`config.mk`:
```
export PLATFORM = sky130hd
export DESIGN_NAME = parallel_uart_bridge_fifo_core_flat
export DESIGN_NICKNAME = d
export VERILOG_FILES = /design/src/rtl/core/pubf_pkg.sv /design/src/rtl/core/pubf_req_if.sv /design/src/rtl/core/pubf_rsp_if.sv /design/src/rtl/core/parallel_uart_bridge_fifo_core.sv /design/src/rtl/core/pubf_cell.sv /design/src/rtl/core/pubf_chain.sv /design/src/flat_wrapper.sv
export SDC_FILE = /design/constraint.sdc
export NUM_CORES = 1
export LEC_CHECK = 0
export BUFFER_PORTS_ARGS = -buffer_cell sky130_fd_sc_hd__buf_2
export CORE_MARGIN = 2
export CORE_UTILIZATION = 64
export DETAILED_ROUTE_END_ITERATION = 6
export GPL_TIMING_DRIVEN = 0
export PLACE_DENSITY = 0.83
export SLEW_MARGIN = 10
export SYNTH_ARGS = -nofsm -noshare
export SYNTH_HDL_FRONTEND = slang
export SYNTH_HIERARCHICAL = 1
export SYNTH_SLANG_ARGS = --single-unit
```
`constraint.sdc`:
```
create_clock -name clk -period 13.6 [get_ports clk]
set_input_delay 2.72 -clock clk [delete_from_list [all_inputs] [get_ports clk]]
set_output_delay 2.72 -clock clk [all_outputs]
set_load 0.1 [all_outputs]
```
`src/rtl/core/pubf_pkg.sv`:
```
package pubf_pkg;

  localparam int FIFO_DEPTH_DEF = 128;
  localparam int BYTE_W = 8;

  typedef enum logic [1:0] {
    EV_READ   = 2'd0,
    EV_WRITE  = 2'd1,
    EV_RX     = 2'd2,
    EV_TXDONE = 2'd3
  } ev_t;

  typedef enum logic [1:0] {
    DIR_IDLE  = 2'd0,
    DIR_READ  = 2'd1,
    DIR_WRITE = 2'd2
  } dir_t;

  typedef logic [BYTE_W-1:0] byte_t;

  // Control handed from the bridge to the cell row for one cycle.
  typedef struct packed {
    logic shift;
    logic push;
  } chain_ctrl_t;

endpackage

```
`src/rtl/core/pubf_req_if.sv`:
```
interface pubf_req_if;
  logic                 valid;
  logic                 ready;
  logic [1:0]           mode;
  logic [7:0]           bus_byte;
  logic [7:0]           rx_byte;

  modport source (output valid, output mode, output bus_byte, output rx_byte, input ready);
  modport sink (input valid, input mode, input bus_byte, input rx_byte, output ready);
endinterface

```
`src/rtl/core/pubf_rsp_if.sv`:
```
interface pubf_rsp_if;
  logic       valid;
  logic       ready;
  logic       status_ready;
  logic [7:0] out_byte;
  logic       bus_drive;
  logic       tx_valid;
  logic [7:0] tx_byte;
  logic [1:0] bridge_mode;

  modport source (
    output valid, output status_ready, output out_byte, output bus_drive,
    output tx_valid, output tx_byte, output bridge_mode, input ready
  );
  modport sink (
    input valid, input status_ready, input out_byte, input bus_drive,
    input tx_valid, input tx_byte, input bridge_mode, output ready
  );
endinterface

```
`src/rtl/core/parallel_uart_bridge_fifo_core.sv`:
```
// Channel | Dir | Payload                                         | Handshake
// req     | in  | mode, bus_byte, rx_byte                         | valid/ready
// rsp     | out | status_ready, out_byte, bus_drive, tx_valid,    | valid/ready
//         |     | tx_byte, bridge_mode                            |
//
// Each request is handled combinationally; its response appears in the output
// register on the next cycle, so one request per cycle is sustained while rsp.ready stays high.
// The receive queue is a row of byte cells that shifts toward the front on a pop.
// req.ready is low only while a response waits in the output register and
// rsp.ready is low. Synchronous reset clears all control state; queue cells
// hold no reset and are never read before they are written.
module parallel_uart_bridge_fifo_core #(
  parameter int FIFO_DEPTH = pubf_pkg::FIFO_DEPTH_DEF
) (
  input logic       clk,
  input logic       rst,
  pubf_req_if.sink  req,
  pubf_rsp_if.source rsp
);
  import pubf_pkg::*;

  localparam int IdxW = $clog2(FIFO_DEPTH);
  localparam int CntW = $clog2(FIFO_DEPTH + 1);

  dir_t            dir, dir_next;
  logic            rd_phase, rd_phase_next;
  logic            wr_phase, wr_phase_next;
  logic [CntW-1:0] count, count_next;
  logic            ready_flag, ready_flag_next;
  byte_t           bus_out, bus_out_next;
  logic            txv;
  byte_t           txb;

  chain_ctrl_t     ctrl;
  logic [IdxW-1:0] push_idx;
  byte_t           head_byte;
  byte_t           next_byte;
  logic            accept;
  logic            full;
  ev_t             ev;

  assign req.ready = !rsp.valid || rsp.ready;
  assign accept    = req.valid && req.ready;
  assign ev        = ev_t'(req.mode);
  assign full      = (count == CntW'(FIFO_DEPTH));

  pubf_chain #(.Depth(FIFO_DEPTH)) u_chain (
    .clk       (clk),
    .ctrl      (ctrl),
    .push_idx  (push_idx),
    .wdata     (req.rx_byte),
    .head_byte (head_byte),
    .next_byte (next_byte)
  );

  // Direction state machine: counted strobe changes move it.
  always_comb begin
    dir_next = dir;
    if (accept) begin
      case (ev)
        EV_READ:  if (!rd_phase) dir_next = DIR_READ;
        EV_WRITE: if (!wr_phase) dir_next = DIR_WRITE;
        default:  dir_next = dir;
      endcase
    end
  end

  always_comb begin
    rd_phase_next   = rd_phase;
    wr_phase_next   = wr_phase;
    count_next      = count;
    ready_flag_next = ready_flag;
    bus_out_next    = bus_out;
    txv             = 1'b0;
    txb             = '0;
    ctrl            = '0;
    push_idx        = full ? '0 : count[IdxW-1:0];
    if (accept) begin
      case (ev)
        EV_READ: begin
          rd_phase_next = !rd_phase;
          if (!rd_phase) begin
            if (dir != DIR_READ) begin
              count_next      = '0;
              ready_flag_next = 1'b0;
            end else if (count != '0) begin
              ctrl.shift = 1'b1;
              count_next = count - CntW'(1);
              if (count == CntW'(1)) begin
                ready_flag_next = 1'b0;
              end else begin
                bus_out_next = next_byte;
              end
            end
          end
        end
        EV_WRITE: begin
          wr_phase_next = !wr_phase;
          if (!wr_phase) begin
            if (dir == DIR_WRITE) begin
              ready_flag_next = 1'b0;
              txv             = 1'b1;
              txb             = req.bus_byte;
            end else begin
              if (dir == DIR_READ) begin
                bus_out_next = '0;
              end
              ready_flag_next = 1'b1;
            end
          end
        end
        EV_RX: begin
          if (dir == DIR_READ) begin
            // A full queue is dropped and the new byte becomes its only entry.
            ctrl.push       = 1'b1;
            count_next      = full ? CntW'(1) : count + CntW'(1);
            bus_out_next    = (full || count == '0) ? req.rx_byte : head_byte;
            ready_flag_next = 1'b1;
          end
        end
        EV_TXDONE: begin
          if (dir == DIR_WRITE) begin
            ready_flag_next = 1'b1;
          end
        end
        default: begin
          ready_flag_next = ready_flag;
        end
      endcase
    end
  end

  always_ff @(posedge clk) begin
    if (rst) begin
      dir        <= DIR_IDLE;
      rd_phase   <= 1'b0;
      wr_phase   <= 1'b0;
      count      <= '0;
      ready_flag <= 1'b0;
      bus_out    <= '0;
      rsp.valid  <= 1'b0;
    end else begin
      dir        <= dir_next;
      rd_phase   <= rd_phase_next;
      wr_phase   <= wr_phase_next;
      count      <= count_next;
      ready_flag <= ready_flag_next;
      bus_out    <= bus_out_next;
      rsp.valid  <= accept || (rsp.valid && !rsp.ready);
    end
  end

  always_ff @(posedge clk) begin
    if (accept) begin
      rsp.status_ready <= ready_flag_next;
      rsp.out_byte     <= bus_out_next;
      rsp.bus_drive    <= (dir_next == DIR_READ);
      rsp.tx_valid     <= txv;
      rsp.tx_byte      <= txb;
      rsp.bridge_mode  <= dir_next;
    end
  end

  a_count_bound: assert property (@(posedge clk) disable iff (rst)
    count <= CntW'(FIFO_DEPTH))
    else $error("queue count exceeds depth");

  a_ready_nonempty: assert property (@(posedge clk) disable iff (rst)
    (dir == DIR_READ && ready_flag) |-> count != '0)
    else $error("ready in read mode with an empty queue");

  a_push_nonempty: assert property (@(posedge clk) disable iff (rst)
    (accept && ev == EV_RX && dir == DIR_READ) |=> count != '0)
    else $error("queue empty after a received byte");

  a_read_phase: assert property (@(posedge clk) disable iff (rst)
    (accept && ev == EV_READ) |=> rd_phase != $past(rd_phase))
    else $error("read strobe phase did not toggle");

  a_tx_in_write: assert property (@(posedge clk) disable iff (rst)
    (rsp.valid && rsp.tx_valid) |-> rsp.bridge_mode == DIR_WRITE)
    else $error("transmit request outside write mode");

endmodule

```
`src/rtl/core/pubf_cell.sv`:
```
module pubf_cell (
  input  logic           clk,
  input  logic           shift,
  input  logic           wr,
  input  pubf_pkg::byte_t wdata,
  input  pubf_pkg::byte_t right,
  output pubf_pkg::byte_t data
);
  import pubf_pkg::*;

  byte_t store;

  // A write targets exactly one cell; a pop moves every byte one place toward the front.
  always_ff @(posedge clk) begin
    if (wr) begin
      store <= wdata;
    end else if (shift) begin
      store <= right;
    end
  end

  assign data = store;

endmodule

```
`src/rtl/core/pubf_chain.sv`:
```
module pubf_chain #(
  parameter int Depth = pubf_pkg::FIFO_DEPTH_DEF
) (
  input  logic                     clk,
  input  pubf_pkg::chain_ctrl_t    ctrl,
  input  logic [$clog2(Depth)-1:0] push_idx,
  input  pubf_pkg::byte_t          wdata,
  output pubf_pkg::byte_t          head_byte,
  output pubf_pkg::byte_t          next_byte
);
  import pubf_pkg::*;

  localparam int IdxW = $clog2(Depth);

  byte_t cell_data [Depth];

  for (genvar i = 0; i < Depth; i++) begin : g_cell
    byte_t right;
    logic  wr;

    if (i == Depth - 1) begin : g_last
      assign right = '0;
    end else begin : g_mid
      assign right = cell_data[i+1];
    end

    assign wr = ctrl.push && (push_idx == IdxW'(i));

    pubf_cell u_cell (
      .clk   (clk),
      .shift (ctrl.shift),
      .wr    (wr),
      .wdata (wdata),
      .right (right),
      .data  (cell_data[i])
    );
  end

  assign head_byte = cell_data[0];
  assign next_byte = cell_data[1];

endmodule

```
`src/flat_wrapper.sv`:
```
// flat-port wrapper written by rule: the top's interface ports become plain ports
module parallel_uart_bridge_fifo_core_flat import pubf_pkg::*;
#(
  parameter int FIFO_DEPTH = pubf_pkg::FIFO_DEPTH_DEF
)
  (clk, rst, req_valid, req_mode, req_bus_byte, req_rx_byte, req_ready, rsp_valid, rsp_status_ready, rsp_out_byte, rsp_bus_drive, rsp_tx_valid, rsp_tx_byte, rsp_bridge_mode, rsp_ready);
  pubf_req_if req_i ();
  pubf_rsp_if rsp_i ();
  input logic clk;
  input logic rst;
  input wire logic [$bits(req_i.valid)-1:0] req_valid;
  input wire logic [$bits(req_i.mode)-1:0] req_mode;
  input wire logic [$bits(req_i.bus_byte)-1:0] req_bus_byte;
  input wire logic [$bits(req_i.rx_byte)-1:0] req_rx_byte;
  output wire logic [$bits(req_i.ready)-1:0] req_ready;
  output wire logic [$bits(rsp_i.valid)-1:0] rsp_valid;
  output wire logic [$bits(rsp_i.status_ready)-1:0] rsp_status_ready;
  output wire logic [$bits(rsp_i.out_byte)-1:0] rsp_out_byte;
  output wire logic [$bits(rsp_i.bus_drive)-1:0] rsp_bus_drive;
  output wire logic [$bits(rsp_i.tx_valid)-1:0] rsp_tx_valid;
  output wire logic [$bits(rsp_i.tx_byte)-1:0] rsp_tx_byte;
  output wire logic [$bits(rsp_i.bridge_mode)-1:0] rsp_bridge_mode;
  input wire logic [$bits(rsp_i.ready)-1:0] rsp_ready;
  assign req_i.valid = req_valid;
  assign req_i.mode = req_mode;
  assign req_i.bus_byte = req_bus_byte;
  assign req_i.rx_byte = req_rx_byte;
  assign req_ready = req_i.ready;
  assign rsp_valid = rsp_i.valid;
  assign rsp_status_ready = rsp_i.status_ready;
  assign rsp_out_byte = rsp_i.out_byte;
  assign rsp_bus_drive = rsp_i.bus_drive;
  assign rsp_tx_valid = rsp_i.tx_valid;
  assign rsp_tx_byte = rsp_i.tx_byte;
  assign rsp_bridge_mode = rsp_i.bridge_mode;
  assign rsp_i.ready = rsp_ready;
  parallel_uart_bridge_fifo_core #(.FIFO_DEPTH(FIFO_DEPTH)) u_core (.clk(clk), .rst(rst), .req(req_i), .rsp(rsp_i));
endmodule
```
# == Word-level counts from Yosys, hierarchy flattened ==
# Index checks and enable logic that the tools add are counted.
# word_totals
reg_bits,1067
input_bits,22
# op_classes
muxes,296
addsub,2
n_eq_ne,139
bitwise_logic,2
n_reduce_logical,275
# op_table
operator,n
$mux W8,271
$eq A7 B7 Y1 const B,64
$reduce_bool A2 Y1,129
$eq A7 B6 Y1 const B,32
$logic_and A1 B1 Y1,130
$eq A7 B5 Y1 const B,16
$eq A7 B4 Y1 const B,8
$eq A7 B3 Y1 const B,4
$pmux W8 S3,1
$mux W1,16
$pmux W8 S2,1
$eq A7 B2 Y1 const B,2
$add A8 B1 Y8 const B,1
$eq A8 B1 Y1 const B,1
$eq A8 B8 Y1 const B,1
$logic_not A8 Y1,1
$mux W2,4
$reduce_bool A8 Y1,1
$sub A8 B1 Y8 const B,1
$eq A7 B1 Y1 const B,1
$logic_not A7 Y1,1
$mux W7,1
$eq A2 B1 Y1 const B,3
$eq A2 B2 Y1 const B,3
other kinds (13),21

# == Logic depth before layout (Yosys ltp) ==
# logic_depth
ltp_word,8
ltp_mapped,12
depth_no_buf,8

# == By module ==
# The synthesis kept the hierarchy.
# modules_own_cells
module,instances,seq_area_each_um2,cells_each,area_each_um2
pubf_cell,128,240.2,18,377.9
parallel_uart_bridge_fifo_core,1,1071.0,238,2399.8
pubf_chain,1,0.0,199,1103.6

# == Least setup slack after synthesis ==
# Ideal clock, no wire load.
# synth_timing
path_type,input port to flip-flop
from,in rsp_ready
to,"reg u_core.u_chain.g_cell[0].u_cell.store[0], enable pin"
path_stages,5
slack_ns,2.505
setup_ns,0.333
arrival_time_ns,10.762
path_cell_list,nand2b_1 > nand3_1 > nor2_1 > nor4b_1 > or2_1
# synth_lines
item,line,rtl
"start, declared",flat_wrapper.sv:23,input wire logic [$bits(rsp_i.ready)-1:0] rsp_ready;
"end signal, assigned",pubf_cell.sv:16,store <= wdata;
"end signal, assigned",pubf_cell.sv:18,store <= right;
"end, declared",pubf_cell.sv:11,byte_t store;

# == Worst setup path in the final report ==
# layout_timing
from,in rsp_ready
to,out req_ready
# layout_between
elab_chain_cells,1
# layout_lines
item,line,rtl
$logic_or A1 B1 Y1,parallel_uart_bridge_fifo_core.sv:42,assign req.ready = !rsp.valid || rsp.ready;
"end, declared",flat_wrapper.sv:15,output wire logic [$bits(req_i.ready)-1:0] req_ready;
# Every way passes these cells.

==> summary by stage <==
Finish
The finished layout holds slightly above 4000 standard cells, fillers aside. At the end of the flow the core is filled with cells to 0.7152. The number of inserted diodes is 0. For this run, the post-layout net count is 2950. The area overhead of the layout relative to synthesis is 10.88%. The post-route standard cell area excluding fillers is 0.05752 mm². After filler insertion, the fill cell instance count of the layout stands at roughly 4600. Of the cells placed in the final design, the portion with a size suffix greater than 1 is 0.4786.

Timing
Setup repair after global routing left no endpoint under its margin. The part of the cycle the worst path needs is 0.4546. The final number of max-transition violations is 0. The maximum operating frequency is between 150 and 200 MHz. For the pin with the worst max-slew slack, the measured transition is 1005 ps. Subtracting the final worst setup slack from the clock period gives 6182 ps. Measured against its own limit, the worst slew margin works out to 0.3284.

Across all hold checks on the routed design, the worst slack comes to between 400 and 500 ps. Setup slack closes at 7418 ps. The number of hold-slack violations in the final timing report came to 0. The final-report setup violation count is 0.

The worst-case clock skew is 12.00 ps.

Synth
The share of the Yosys chip area taken by registers is 0.6135. After synthesis, the largest family of logic cells by area is multiplexers. The post-synthesis instance area is around 0.052 mm². Sorting the synthesized cells by area gives the leading types as sky130_fd_sc_hd__edfxtp_1, sky130_fd_sc_hd__mux2_4, sky130_fd_sc_hd__buf_6. The cell accounting for the most synthesized area is sky130_fd_sc_hd__edfxtp_1.

Counting flops with an async set or reset pin after synthesis yields a share of 0. The synthesized area divided by synthesized cell count is between 15 and 20 µm². The share of synthesized area in the top cell type comes to 0.6050. After synthesis, the share of cell area in mux cells is 0.2982. The synthesized netlist cell count is 2741. The post-synthesis xor/xnor area fraction is 0.0003377.

The number of different library cells used by synthesis comes to 64. The synthesized design contains 1067 register bits. The compound-gate portion of the synthesized area was 0.01073. The warning count from the yosys run is 6. Among all flip-flop cells after synthesis, the most frequent one is sky130_fd_sc_hd__edfxtp_1. The post-synthesis share of cell area spent on full adders, half adders and majority gates is 0.0007237. The number of enable flip-flop cells after synthesis is 1045.

Of the total synthesized cell area, the portion taken by AND, OR, NAND and NOR gates is 0.04381.

Global route
The fraction of met1 tracks used by global routing is 0.3559. The total congestion overflow after global routing is 0. After global routing, the most crowded layer is met2.

The number of global-route vias before repair was 26463. The initial antenna violation count came to 1. The met3 track demand over resource in global routing is 0.03942.

Entering global routing, the biggest net connects 96 pins. The global-route wire length before repair is 159.9 mm. For this run, global-route usage on met2 was measured as 0.4161. The total routing usage reported by global routing is 0.2525.

Clocking
The number of buffers created by CTS is 107. No sink is reached through more buffers than the 3 on the longest clock path. The quantity of gates resized following cts is 0.

The clock insertion delay at the later pin of the skew report is 670 ps. The number of setup buffers added after CTS is 0. The hold buffer count at cts is 0. The H-tree was split into 3 levels. The number of clock sinks is 1067. The tree is rooted in a sky130_fd_sc_hd__clkbuf_16.

The clock-pin slew on the worst setup and hold paths is 60 ps. TritonCTS built the clock tree.

Die
The number of I/O pins is 45. The die outline width is 288.7 µm. The count of standard-cell rows is about 100. The area of the core is 0.08042 mm². The initial core utilization is 0.6450.

The total die area is 0.08334 mm². The die outline height is 288.7 µm.

Setup path
The worst reg2reg path startpoint is u_core/count[0]. For this run, the slowest stage of the critical path takes 470 ps. Counting cells, the worst reg-to-reg path comes to 11. The required time reported for the critical path endpoint is 10880 ps.

In this run the critical register-to-register path is captured at u_core/u_chain/g_cell[64].u_cell/data[1]. The signal on the critical path passes through buf_2, nand2b_1, buf_2. In this run the worst setup path begins at rsp_ready. The capture point of the critical path is req_ready. The nature of the critical path startpoint is a primary input. Of all nets on the critical path, the largest fanout is 5. The flop-to-flop setup slack is roughly 9100 ps. The type of destination of the critical path is a primary output. The critical path is of the primary input to primary output type. The cell at the slowest stage of the critical path is sky130_fd_sc_hd__buf_2.

The most frequent cell on the critical path is sky130_fd_sc_hd__buf_2. The worst path arrival time is approximately 3500 ps.

Drt
Wires add up to about 110 mm. The number of iterations in the first detailed-routing pass is 5. The count of antenna-violating nets left after detailed routing is 0.

The number of DRC violations after detailed routing is 0. The detailed-route wire length per cell is 25.88 µm. The total number of vias is 25197. Using the TritonRoute via totals, the vias-per-cell ratio works out to 6.180. The starting DRC count in detailed routing is 2573.

Run
The max-capacitance violation count is 0.

Placed design
Once placement completed, the tool counted placed cells totaling ~3900. In this run the cell area measured after placement is roughly 0.054 mm². The wire-length estimate of the detail-placed layout is 61.89 mm. The quantity of I/O buffers inserted on ports is 43. The worst setup slack after placement is roughly 7300 ps. At the end of routability-driven placement, the weighted congestion stood at 0.8524.

Pwr
Of the total power, the share spent switching nets is 0.2052. The analysis attributes to cell leakage a power of 20.81 nW. In this run the power density over the cells is 118.7 mW/mm². The relative contribution of combinational cells to total power is 0.028. Internal power comes to 5.426 mW.

Summed over all nets, the switching power comes to 1.401 mW. Of the total power, registers draw 0.524. The proportion of power drawn by the clock network is 0.448. The maximum ir drop on the vdd rail is 0.0001187 V.

Status
The run finished with clean final reports.

Min path
The min-delay analysis places its worst path in the category register to register.
synthesized netlist by cell type, types with 3 or more instances:
library cell,number
sky130_fd_sc_hd__or2_2,3
sky130_fd_sc_hd__dfxtp_1,22
sky130_fd_sc_hd__inv_1,9
sky130_fd_sc_hd__a211oi_1,3
sky130_fd_sc_hd__mux2_4,1024
sky130_fd_sc_hd__buf_6,131
sky130_fd_sc_hd__nand4b_1,14
sky130_fd_sc_hd__a31oi_1,3
sky130_fd_sc_hd__nand4_1,5
sky130_fd_sc_hd__a2bb2oi_1,9
sky130_fd_sc_hd__ha_1,3
sky130_fd_sc_hd__nand2_1,13
sky130_fd_sc_hd__buf_2,23
sky130_fd_sc_hd__and2_1,10
sky130_fd_sc_hd__nor4_2,4
sky130_fd_sc_hd__o21ai_0,4
sky130_fd_sc_hd__nor3_1,27
sky130_fd_sc_hd__nand3_1,6
sky130_fd_sc_hd__o31ai_1,3
sky130_fd_sc_hd__nand4bb_1,13
sky130_fd_sc_hd__or2_1,129
sky130_fd_sc_hd__nor2_1,112
sky130_fd_sc_hd__nor4_1,6
sky130_fd_sc_hd__clkbuf_1,18
sky130_fd_sc_hd__nand2b_1,8
sky130_fd_sc_hd__edfxtp_1,1045
sky130_fd_sc_hd__nor2_2,10
sky130_fd_sc_hd__o2bb2ai_1,16
sky130_fd_sc_hd__nor2b_1,4
sky130_fd_sc_hd__mux2i_1,8
sky130_fd_sc_hd__or4b_1,5
sky130_fd_sc_hd__a21oi_1,8
state kept, by name, summed over array words and instances (netlist names), 2 cells and up:
signal and count:
u_core/rsp.bridge_mode 2, u_core/count 8, u_core/rsp.tx_byte 8, u_core/rsp.out_byte 8
u_core/dir 2, u_core/bus_out 8, u_core/u_chain/g_cell.u_cell/data 1024
layout by cell type (no fill, tap or decap), drive strengths merged, types with 13 or more instances in the layout:
| master | instances |
|---|---|
| bufinv | 14 |
| edfxtp | 1045 |
| nor2 | 122 |
| inv | 13 |
| or2 | 132 |
| nand4bb | 13 |
| nand4b | 14 |
| mux2 | 1025 |
| clkbuf | 153 |
| buf | 223 |
| nand2 | 13 |
| dfxtp | 22 |
| o2bb2ai | 16 |
| clkinv | 43 |
| nor3 | 29 |
through the flow:
stage | setup TNS, ps | power, mW
global placement | -9521080 | 3.820
CTS | 0 | 6.872
finish | 0 | 6.827
global route | 0 | 6.998
detailed placement | 0 | 3.834
floorplan | 0 | 3.732
per-layer routing:
metal  routed length [µm]  up-vias  share of wire
met2                51050      943           0.48
li1                     -    10935              -
met4                 2241        2          0.021
met1                45590    13144           0.43
met5                   12        -        0.00011
met3                 6626      173          0.063
critical path, delay by kind of cell:
family | cells | cell delay (ps)
buffers and inverters | 2 | 540
and+or+nand+nor | 1 | 200
how the worst min path moves through the flow:
stage / start / end / slack (ps) / depth (start not counted)
floorplan: u_core/bus_out[0] / u_core/bus_out[0] / 430 / 1
global placement: u_core/bus_out[6] / u_core/bus_out[6] / 440 / 1
detailed placement: u_core/bus_out[1] / u_core/bus_out[1] / 450 / 1
CTS: u_core/bus_out[1] / u_core/bus_out[1] / 470 / 1
global route: u_core/bus_out[4] / u_core/bus_out[4] / 490 / 1
finish: u_core/bus_out[1] / u_core/bus_out[1] / 470 / 1
cell families after synthesis:
logic type / Yosys count
AOI/OAI and AO/OA: 68
xor gates and xnor gates: 2
adders and majority gates: 3
buffers and inverters: 182
DFF: 1067
muxes: 1033
other: 1
and+or+nand+nor: 385
power groups by stage:
| stage | clock network (mW) | logic (mW) | registers [mW] |
|---|---|---|---|
| finish | 3.06 | 0.193 | 3.58 |
| global route | 3.22 | 0.201 | 3.57 |
| CTS | 3.11 | 0.191 | 3.57 |
| detailed placement | 0 | 0.189 | 3.65 |
| global placement | 0 | 0.175 | 3.64 |
| floorplan | 0 | 0.0605 | 3.67 |
cell type report:
| cell class | count | area [µm²] | share of cell area |
|---|---|---|---|
| Tap cell | 1060 | 1326 | 0.02306 |
| Multi-Input combinational cell | 1499 | 18390 | 0.3197 |
| Clock buffer | 135 | 2962 | 0.05149 |
| Inverter | 9 | 33.78 | 0.0005874 |
| Sequential cell | 1067 | 31820 | 0.5533 |
| Timing Repair Buffer | 68 | 616.8 | 0.01072 |
| Clock inverter | 66 | 708.2 | 0.01231 |
| Buffer | 173 | 1662 | 0.02889 |
Note: power is estimated with default switching activity, not from simulation.
